## config.mk

```make
export PLATFORM = sky130hd
export DESIGN_NAME = ladlp_core
export DESIGN_NICKNAME = d
export VERILOG_FILES = /design/src/sv/ladlp_pkg.sv /design/src/sv/ladlp_mul.sv /design/src/sv/ladlp_core.sv
export SDC_FILE = /design/constraint.sdc
export NUM_CORES = 2
export LEC_CHECK = 0
export BUFFER_PORTS_ARGS = -buffer_cell sky130_fd_sc_hd__buf_2
export CORE_MARGIN = 4
export CORE_UTILIZATION = 47
export DETAILED_ROUTE_END_ITERATION = 6
export PLACE_DENSITY = 0.7
export SLEW_MARGIN = 20
export SYNTH_ARGS = -nofsm -noshare
export SYNTH_HDL_FRONTEND = slang
export SYNTH_SLANG_ARGS = --single-unit
```

## constraint.sdc

```tcl
create_clock -name clk -period 26.2 [get_ports clk]
set_input_delay 3.93 -clock clk [delete_from_list [all_inputs] [get_ports clk]]
set_output_delay 3.93 -clock clk [all_outputs]
set_load 0.005 [all_outputs]
```

## src/sv/ladlp_pkg.sv

```systemverilog
// Shared constants, types and saturation helpers for the ladder low-pass filter.
`default_nettype none

package ladlp_pkg;

	// Fixed formats: samples Q1.15, state Q4.20, p Q0.18, feedback Q3.15 (unsigned)
	localparam int SAMPLE_W  = 16;
	localparam int STATE_W   = 24;
	localparam int COEF_W    = 18;
	localparam int MONO_W    = 21;
	localparam int MUL_W     = 32;
	localparam int PROD_W    = 64;
	localparam int ACC_W     = 48;
	localparam int SQ_W      = 28;
	localparam int MAG_W     = 30;
	localparam int QUOT_W    = 27;
	localparam int OUT_RND_W = 20;
	localparam int CFG_IDX_W = 2;
	localparam int STAGES    = 4;
	localparam int STAGE_IDX_W = 2;

	// Register indexes on the configuration channel
	localparam logic [CFG_IDX_W-1:0] REG_ENABLE   = 2'd0;
	localparam logic [CFG_IDX_W-1:0] REG_POLE     = 2'd1;
	localparam logic [CFG_IDX_W-1:0] REG_FEEDBACK = 2'd2;

	localparam logic              ENABLE_RST   = 1'b1;
	localparam logic [COEF_W-1:0] POLE_RST     = 18'd12226;
	localparam logic [COEF_W-1:0] FEEDBACK_RST = 18'd0;

	// ceil(2^32 / 6): exact truncating divide by six for magnitudes below 2^31
	localparam logic [MUL_W-1:0] RECIP6 = 32'd715827883;

	typedef enum logic [3:0] {
		ST_IDLE,
		ST_FB_MUL,
		ST_FB_ADD,
		ST_SEC_A,
		ST_SEC_B,
		ST_SEC_ADD,
		ST_CLIP_SQ,
		ST_CLIP_SQR,
		ST_CLIP_CU,
		ST_CLIP_CUR,
		ST_CLIP_DIV,
		ST_CLIP_SUB,
		ST_OUT,
		ST_DONE
	} seq_state_t;

	typedef struct packed {
		logic              enable;
		logic [COEF_W-1:0] pole_coef;
		logic [COEF_W-1:0] feedback_coef;
	} cfg_t;

	typedef struct packed {
		logic signed [SAMPLE_W-1:0] left;
		logic signed [SAMPLE_W-1:0] right;
		logic                       processed;
	} res_t;

	// Saturate a wide signed value to the state range
	function automatic logic signed [STATE_W-1:0] sat_state(input logic signed [ACC_W-1:0] v);
		logic [ACC_W-STATE_W:0] top;
		top = v[ACC_W-1:STATE_W-1];
		if (top == '0 || top == '1) begin
			return v[STATE_W-1:0];
		end else if (v[ACC_W-1]) begin
			return {1'b1, {(STATE_W-1){1'b0}}};
		end else begin
			return {1'b0, {(STATE_W-1){1'b1}}};
		end
	endfunction

	// Saturate a rounded state value to the sample range
	function automatic logic signed [SAMPLE_W-1:0] sat_sample(
		input logic signed [OUT_RND_W-1:0] v);
		logic [OUT_RND_W-SAMPLE_W:0] top;
		top = v[OUT_RND_W-1:SAMPLE_W-1];
		if (top == '0 || top == '1) begin
			return v[SAMPLE_W-1:0];
		end else if (v[OUT_RND_W-1]) begin
			return {1'b1, {(SAMPLE_W-1){1'b0}}};
		end else begin
			return {1'b0, {(SAMPLE_W-1){1'b1}}};
		end
	endfunction

endpackage

`default_nettype wire

```

## src/sv/ladlp_mul.sv

```systemverilog
// Shared signed 32x32 multiplier with a registered product.
`default_nettype none

module ladlp_mul import ladlp_pkg::*; (
	input  wire logic                     clk,
	input  wire logic signed [MUL_W-1:0]  op_a,
	input  wire logic signed [MUL_W-1:0]  op_b,
	output logic signed [PROD_W-1:0]      prod_s1
);

	always_ff @(posedge clk) begin
		prod_s1 <= op_a * op_b;
	end

endmodule

`default_nettype wire

```

## src/sv/ladlp_core.sv

```systemverilog
// Sequencer and filter state: runs feedback, four sections and the clipper on one multiplier.
`default_nettype none

module ladlp_core import ladlp_pkg::*; (
	input  wire logic                       clk,
	input  wire logic                       arst_n,
	input  wire cfg_t                       cfg,
	input  wire logic                       start,
	input  wire logic signed [SAMPLE_W-1:0] left,
	input  wire logic signed [SAMPLE_W-1:0] right,
	output logic                            ready,
	output logic                            res_valid,
	input  wire logic                       res_take,
	output res_t                            res
);

	seq_state_t state_q, state_d;

	logic signed [STATE_W-1:0]  stage_out_q  [STAGES];
	logic signed [STATE_W-1:0]  stage_prev_q [STAGES];
	logic [STAGE_IDX_W-1:0]     idx_q;
	logic signed [STATE_W-1:0]  stage_in_q;
	logic signed [MONO_W-1:0]   mono_q;
	logic signed [ACC_W-1:0]    acc_q;
	logic signed [SQ_W-1:0]     sq_q;
	logic [MAG_W-1:0]           mag_q;
	logic                       neg_q;
	res_t                       res_q;

	logic signed [MUL_W-1:0]    op_a, op_b;
	logic signed [PROD_W-1:0]   prod_s1;

	logic signed [STATE_W-1:0]  so3;
	logic signed [ACC_W-1:0]    prod48;
	logic signed [ACC_W-1:0]    fb_rnd;
	logic signed [ACC_W-1:0]    mono48;
	logic signed [STATE_W-1:0]  x_next;
	logic signed [ACC_W-1:0]    sec_sum;
	logic signed [ACC_W-1:0]    sec_rnd;
	logic signed [STATE_W-1:0]  sec_y;
	logic signed [ACC_W-1:0]    sq_rnd;
	logic signed [PROD_W-1:0]   cube;
	logic signed [PROD_W-1:0]   cube_abs;
	logic [QUOT_W-1:0]          quot;
	logic signed [ACC_W-1:0]    term;
	logic signed [STATE_W-1:0]  clip_y;
	logic signed [STATE_W:0]    out_t;
	logic signed [STATE_W:0]    out_sh;
	logic signed [SAMPLE_W:0]   in_sum;

	ladlp_mul u_mul (
		.clk     (clk),
		.op_a    (op_a),
		.op_b    (op_b),
		.prod_s1 (prod_s1)
	);

	// Datapath arithmetic around the registered product
	always_comb begin
		so3     = stage_out_q[STAGES-1];
		prod48  = prod_s1[ACC_W-1:0];
		in_sum  = {left[SAMPLE_W-1], left} + {right[SAMPLE_W-1], right};
		fb_rnd  = (prod48 + 48'sd16384) >>> 15;
		mono48  = {{(ACC_W-MONO_W){mono_q[MONO_W-1]}}, mono_q};
		x_next  = sat_state(mono48 - fb_rnd);
		sec_sum = acc_q + prod48;
		sec_rnd = (sec_sum + 48'sd131072) >>> 18;
		sec_y   = sat_state(sec_rnd);
		sq_rnd  = (prod48 + 48'sd524288) >>> 20;
		cube    = (prod_s1 + 64'sd524288) >>> 20;
		cube_abs = cube[PROD_W-1] ? -cube : cube;
		quot    = prod_s1[MUL_W+QUOT_W-1:MUL_W];
		term    = neg_q ? -$signed({{(ACC_W-QUOT_W){1'b0}}, quot})
		                : $signed({{(ACC_W-QUOT_W){1'b0}}, quot});
		clip_y  = sat_state({{(ACC_W-STATE_W){so3[STATE_W-1]}}, so3} - term);
		out_t   = {so3[STATE_W-1], so3} + 25'sd16;
		out_sh  = out_t >>> 5;
	end

	always_ff @(posedge clk or negedge arst_n) begin
		if (!arst_n) begin
			state_q <= ST_IDLE;
		end else begin
			state_q <= state_d;
		end
	end

	// Next state and multiplier operand selection
	always_comb begin
		state_d   = state_q;
		op_a      = '0;
		op_b      = '0;
		ready     = 1'b0;
		res_valid = 1'b0;
		unique case (state_q)
			ST_IDLE: begin
				ready = 1'b1;
				if (start) begin
					state_d = cfg.enable ? ST_FB_MUL : ST_DONE;
				end
			end
			ST_FB_MUL: begin
				op_a    = $signed({{(MUL_W-COEF_W){1'b0}}, cfg.feedback_coef});
				op_b    = {{(MUL_W-STATE_W){so3[STATE_W-1]}}, so3};
				state_d = ST_FB_ADD;
			end
			ST_FB_ADD: begin
				state_d = ST_SEC_A;
			end
			ST_SEC_A: begin
				op_a    = {{(MUL_W-STATE_W){stage_in_q[STATE_W-1]}}, stage_in_q}
				        + {{(MUL_W-STATE_W){stage_prev_q[idx_q][STATE_W-1]}},
				           stage_prev_q[idx_q]};
				op_b    = $signed({{(MUL_W-COEF_W){1'b0}}, cfg.pole_coef});
				state_d = ST_SEC_B;
			end
			ST_SEC_B: begin
				op_a    = 32'sd262144
				        - $signed({{(MUL_W-COEF_W-1){1'b0}}, cfg.pole_coef, 1'b0});
				op_b    = {{(MUL_W-STATE_W){stage_out_q[idx_q][STATE_W-1]}},
				           stage_out_q[idx_q]};
				state_d = ST_SEC_ADD;
			end
			ST_SEC_ADD: begin
				state_d = (idx_q == STAGE_IDX_W'(STAGES-1)) ? ST_CLIP_SQ : ST_SEC_A;
			end
			ST_CLIP_SQ: begin
				op_a    = {{(MUL_W-STATE_W){so3[STATE_W-1]}}, so3};
				op_b    = {{(MUL_W-STATE_W){so3[STATE_W-1]}}, so3};
				state_d = ST_CLIP_SQR;
			end
			ST_CLIP_SQR: begin
				state_d = ST_CLIP_CU;
			end
			ST_CLIP_CU: begin
				op_a    = {{(MUL_W-SQ_W){sq_q[SQ_W-1]}}, sq_q};
				op_b    = {{(MUL_W-STATE_W){so3[STATE_W-1]}}, so3};
				state_d = ST_CLIP_CUR;
			end
			ST_CLIP_CUR: begin
				state_d = ST_CLIP_DIV;
			end
			ST_CLIP_DIV: begin
				op_a    = $signed({{(MUL_W-MAG_W){1'b0}}, mag_q});
				op_b    = $signed(RECIP6);
				state_d = ST_CLIP_SUB;
			end
			ST_CLIP_SUB: begin
				state_d = ST_OUT;
			end
			ST_OUT: begin
				state_d = ST_DONE;
			end
			ST_DONE: begin
				res_valid = 1'b1;
				if (res_take) begin
					state_d = ST_IDLE;
				end
			end
			default: begin
				state_d = ST_IDLE;
			end
		endcase
	end

	// Filter state: cleared by reset, written as the sequence advances
	always_ff @(posedge clk or negedge arst_n) begin
		if (!arst_n) begin
			for (int i = 0; i < STAGES; i++) begin
				stage_out_q[i]  <= '0;
				stage_prev_q[i] <= '0;
			end
			idx_q <= '0;
		end else begin
			unique case (state_q)
				ST_FB_ADD: begin
					idx_q <= '0;
				end
				ST_SEC_ADD: begin
					stage_prev_q[idx_q] <= stage_in_q;
					stage_out_q[idx_q]  <= sec_y;
					idx_q               <= idx_q + 1'b1;
				end
				ST_CLIP_SUB: begin
					stage_out_q[STAGES-1] <= clip_y;
				end
				default: begin
				end
			endcase
		end
	end

	// Working registers of the sequence
	always_ff @(posedge clk) begin
		unique case (state_q)
			ST_IDLE: begin
				if (start) begin
					mono_q          <= {in_sum, 4'b0000};
					res_q.left      <= left;
					res_q.right     <= right;
					res_q.processed <= 1'b0;
				end
			end
			ST_FB_ADD: begin
				stage_in_q <= x_next;
			end
			ST_SEC_B: begin
				acc_q <= prod48;
			end
			ST_SEC_ADD: begin
				stage_in_q <= sec_y;
			end
			ST_CLIP_SQR: begin
				sq_q <= sq_rnd[SQ_W-1:0];
			end
			ST_CLIP_CUR: begin
				mag_q <= cube_abs[MAG_W-1:0];
				neg_q <= cube[PROD_W-1];
			end
			ST_OUT: begin
				res_q.left      <= sat_sample(out_sh[OUT_RND_W-1:0]);
				res_q.right     <= sat_sample(out_sh[OUT_RND_W-1:0]);
				res_q.processed <= 1'b1;
			end
			default: begin
			end
		endcase
	end

	assign res = res_q;

endmodule

`default_nettype wire

```

==> metrics.md <==
| Metric | Value |
|---|---|
| Period minus WS final | `about 15 ns` |
| Clock Skew | `0.0309 ns` |
| Max incr delay on CP | `about 0.94 ns` |
| Port Buffers | `107` |
| Max-cap violations | `0` |
| Top FF cell, synth | `dfrtp_1` |
| Worst hold path endpoint | `acc_q[9]$_DFFE_PP_` |
| DRC | `6` |
| Relative slew slack | `between 20% and 30%` |
| Mapped Cells | `6981` |
| Core Area | `roughly 130000 um^2` |
| FMAX | `~65 MHz` |
| Cell type with the largest total area after synthesis | `fa_1` |
| Flops & latches, synth | `443` |
| Starting Density | `roughly 48%` |
| Final Slew Violations | `0` |
| Clock tree root driver cell | `clkbuf_16` |
| Crit path buffers/inverters | `7` |
| Worst Path Arrival | `between 15 and 20 ns` |
| Number of fill cells | `about 12000` |
| Cell depth of the worst flop-to-flop path | `44` |
| Avg Synthesized Cell Area | `9.14 um^2` |
| GRT Total Usage | `between 20 and 30%` |
| Overflow after GRT | `0` |
| Register area | `11700 um^2` |
| Crit path max-delay family | `compound AO/OA/AOI/OAI gates` |
| CP max stage cell | `a211oi_1` |
| Hold WC Path Type | `reg -> reg` |
| Cell area after synthesis | `approximately 64000 um^2` |
| Critical path required time | `~27 ns` |
| Top-area cell type share of the netlist area | `~33%` |
| Synth cell types | `90` |
| # Post-CTS Setup Buffers | `0` |
| # setup viols final | `0` |
| TritonCTS Buffers | `47` |
| Top cell by count, worst path | `fa_1` |
| Layout cell share with drive strength beyond 1 | `between 6 and 7%` |
| CTS clk-pin slew, worst paths | `roughly 0.070 ns` |
| Initial antenna violation count | `11` |
| Via count | `between 50000 and 60000` |
| Reg-to-reg slack, setup | `around 11 ns` |
| Post-cts resize count | `0` |
| Synth warnings | `0` |
| ANT nets after route | `0` |
| Final cycle utilization of the critical path | `about three fifths` |
| Maximum root-to-sink buffer count | `3` |
| R2R Path Start | `idx_q[0]$_DFFE_PN0P_` |
| Asr flop ratio synth | `44.7%` |
| Crit path max fanout | `30` |
| R2r endpoint | `u_mul.prod_s1[63]$_DFF_P_` |
| Number of flops mapped to enable cells by yosys | `around 180` |
| Via-to-Cell Ratio | `5.84` |
| Crit path kind | `reg -> reg` |
| RSZ-0062 raised after global routing | `false` |
| Top Ports | `~110` |
| CTS tree | `yes` |
| Die width | `376 um` |
| Die extent in y | `approximately 380 um` |
| Area of the multi-input gates | `about 46000 um^2` |
| DPL Wire Length | `167000 um` |
| Nets@finish | `about 8500` |
| Seq/Total Area, Yosys | `a little under a fifth` |
| Clk Latency, worst-skew pair | `0.63 ns` |
| Pin count of the biggest net entering global routing | `79` |
| Total routed wirelength | `slightly above 200000 um` |
| Avg WL per Cell | `around 24 um` |
| Area growth from synthesis to layout | `6.79%` |
| Status | `complete, but fails checks` |
| Startpoint types | `register` |
| 1st-pass router iterations | `7` |
| WHS | `roughly 0.44 ns` |
| DRT iter0 DRCs | `between 5000 and 6000` |
| Total negative slack | `0 ns` |
| Final GP Congestion | `around 0.99` |
| Hold Path Origin | `u_mul.prod_s1[9]$_DFF_P_` |
| Synthesized Nets | `8515` |
| Setup crit end kind | `register` |
| Final hold violations | `0` |
| Die ar. | `142000 um^2` |
| Dominant cells by area after synthesis | `fa_1 (33%), edfxtp_1 (8.5%), ha_1 (7.8%)` |
| Row count | `between 100 and 150` |
| Hold_buf cts | `0` |
| Violated checks | `DRC` |
| First-pass GRT wire length | `about 320000 um` |
| Tightest Pin Transition | `between 1 and 1.5 ns` |
| Worst hold stages | `0` |
| Vias in the first global route | `52400` |
| Clock Sinks | `roughly 440` |
| H-tree levels | `2` |
[state kept, by name, summed over array words and instances, names as in the netlist, 4 cells and up]
register and count:
mono_q 17, stage_out_q 72, u_mul.prod_s1 64, res 33, stage_prev_q 96, state_q 4
so3 24, sq_q 28, stage_in_q 24, acc_q 48, mag_q 30
[layer usage]
metal  vias up  GRT usage (%)  part of all wire (%)
li1      22200              -                     -
met1     25700           39.5                    40
met2      2664           44.9                    44
met3       526           8.36                    11
met4        10           12.7                   5.4
met5         -          0.515                 0.075
[worst register-to-register path, delay by kind of cell (launching register included)]
kind | cells | cell delay, ns
compound gates | 20 | 6.55
buf+inv | 7 | 0.99
simple gates | 4 | 1.49
fa+ha+maj | 11 | 5.00
xor+xnor | 1 | 0.12
flops | 1 | 0.77
mux | 1 | 0.40
[cell families (layout without fill, tap and decap cells)]
group	count (synthesis)	in the layout	share of synthesized area (%)
AO/OA/AOI/OAI	1081	1081	11.2
buffers and inverters	1545	1550	9.13
flip-flops	443	443	18.3
XOR/XNOR	333	333	4.57
adder cells (fa/ha/maj)	1461	1461	41.2
multiplexers	61	61	1.85
other	0	7	0
AND/OR/NAND/NOR	2057	2057	13.8
[worst max path at each step]
stage	start	endpoint	depth (start not counted)
6_report	idx_q[0]$_DFFE_PN0P_	u_mul.prod_s1[63]$_DFF_P_	44
5_1_grt	idx_q[0]$_DFFE_PN0P_	u_mul.prod_s1[57]$_DFF_P_	44
4_1_cts	cfg[18]	u_mul.prod_s1[63]$_DFF_P_	37
3_5_place_dp	cfg[18]	u_mul.prod_s1[57]$_DFF_P_	37
3_3_place_gp	cfg[18]	u_mul.prod_s1[57]$_DFF_P_	37
2_1_floorplan	cfg[18]	u_mul.prod_s1[57]$_DFF_P_	39
[Yosys cell counts, types with 45 or more instances]
master and instances:
a21o_1 125, a21oi_1 303, a22oi_1 47, clkbuf_1 276
dfrtp_1 198, dfxtp_1 64, edfxtp_1 181, fa_1 1062
ha_1 399, inv_1 1238, mux4_2 45, nand2_1 1056
nand3_1 82, nand4_1 60, nor2_1 542, nor3_1 51
o21a_1 49, o21ai_0 188, xnor2_1 186, xor2_1 147
[cells in the final DEF, fill, tap and decap left out, types with 20 or more instances in the layout]
master	instances
inv_1	1238
fa_1	1062
nand2_1	1050
nor2_1	536
ha_1	399
a21oi_1	300
dfrtp_1	196
o21ai_0	186
xnor2_1	186
edfxtp_1	181
xor2_1	147
a21o_1	125
buf_4	114
buf_2	106
nand3_1	82
dfxtp_1	64
nand4_1	60
clkbuf_16	52
o21a_1	49
nor3_1	48
a22oi_1	46
mux4_2	45
nor2b_1	41
and3_1	40
nand2b_1	37
a211oi_1	36
o21bai_1	34
and2_1	34
a31oi_1	33
a221oi_1	31
or2_2	28
a221o_1	24
a21boi_0	20
[cell type report]
class / count / share of cell area [%]
tap: 1768 / 3.25
sequential: 443 / 17.1
inverter: 1240 / 6.84
antenna: 7 / 0.0257
clock inverter: 20 / 0.307
clock buffer: 68 / 2.13
timing repair buffer: 222 / 2.07
multi-input combinational: 4993 / 68.2
[through the flow]
stage                     worst slack [ns]  instance area (um^2)  util (%)  cells
after floorplan                      12.31                 63800         -   6981
after global placement               10.36                 66400      49.5   8666
after detailed placement             10.20                 66400      49.5   8666
after CTS                            10.78                 68100      50.8   8754
after global routing                 10.10                 68100      50.8   8755
final                                10.76                 68100      50.8   8761
Power is left out: the tool's default activity adds up to more than one toggle a clock period on the data nets, which glitch-free logic cannot reach.
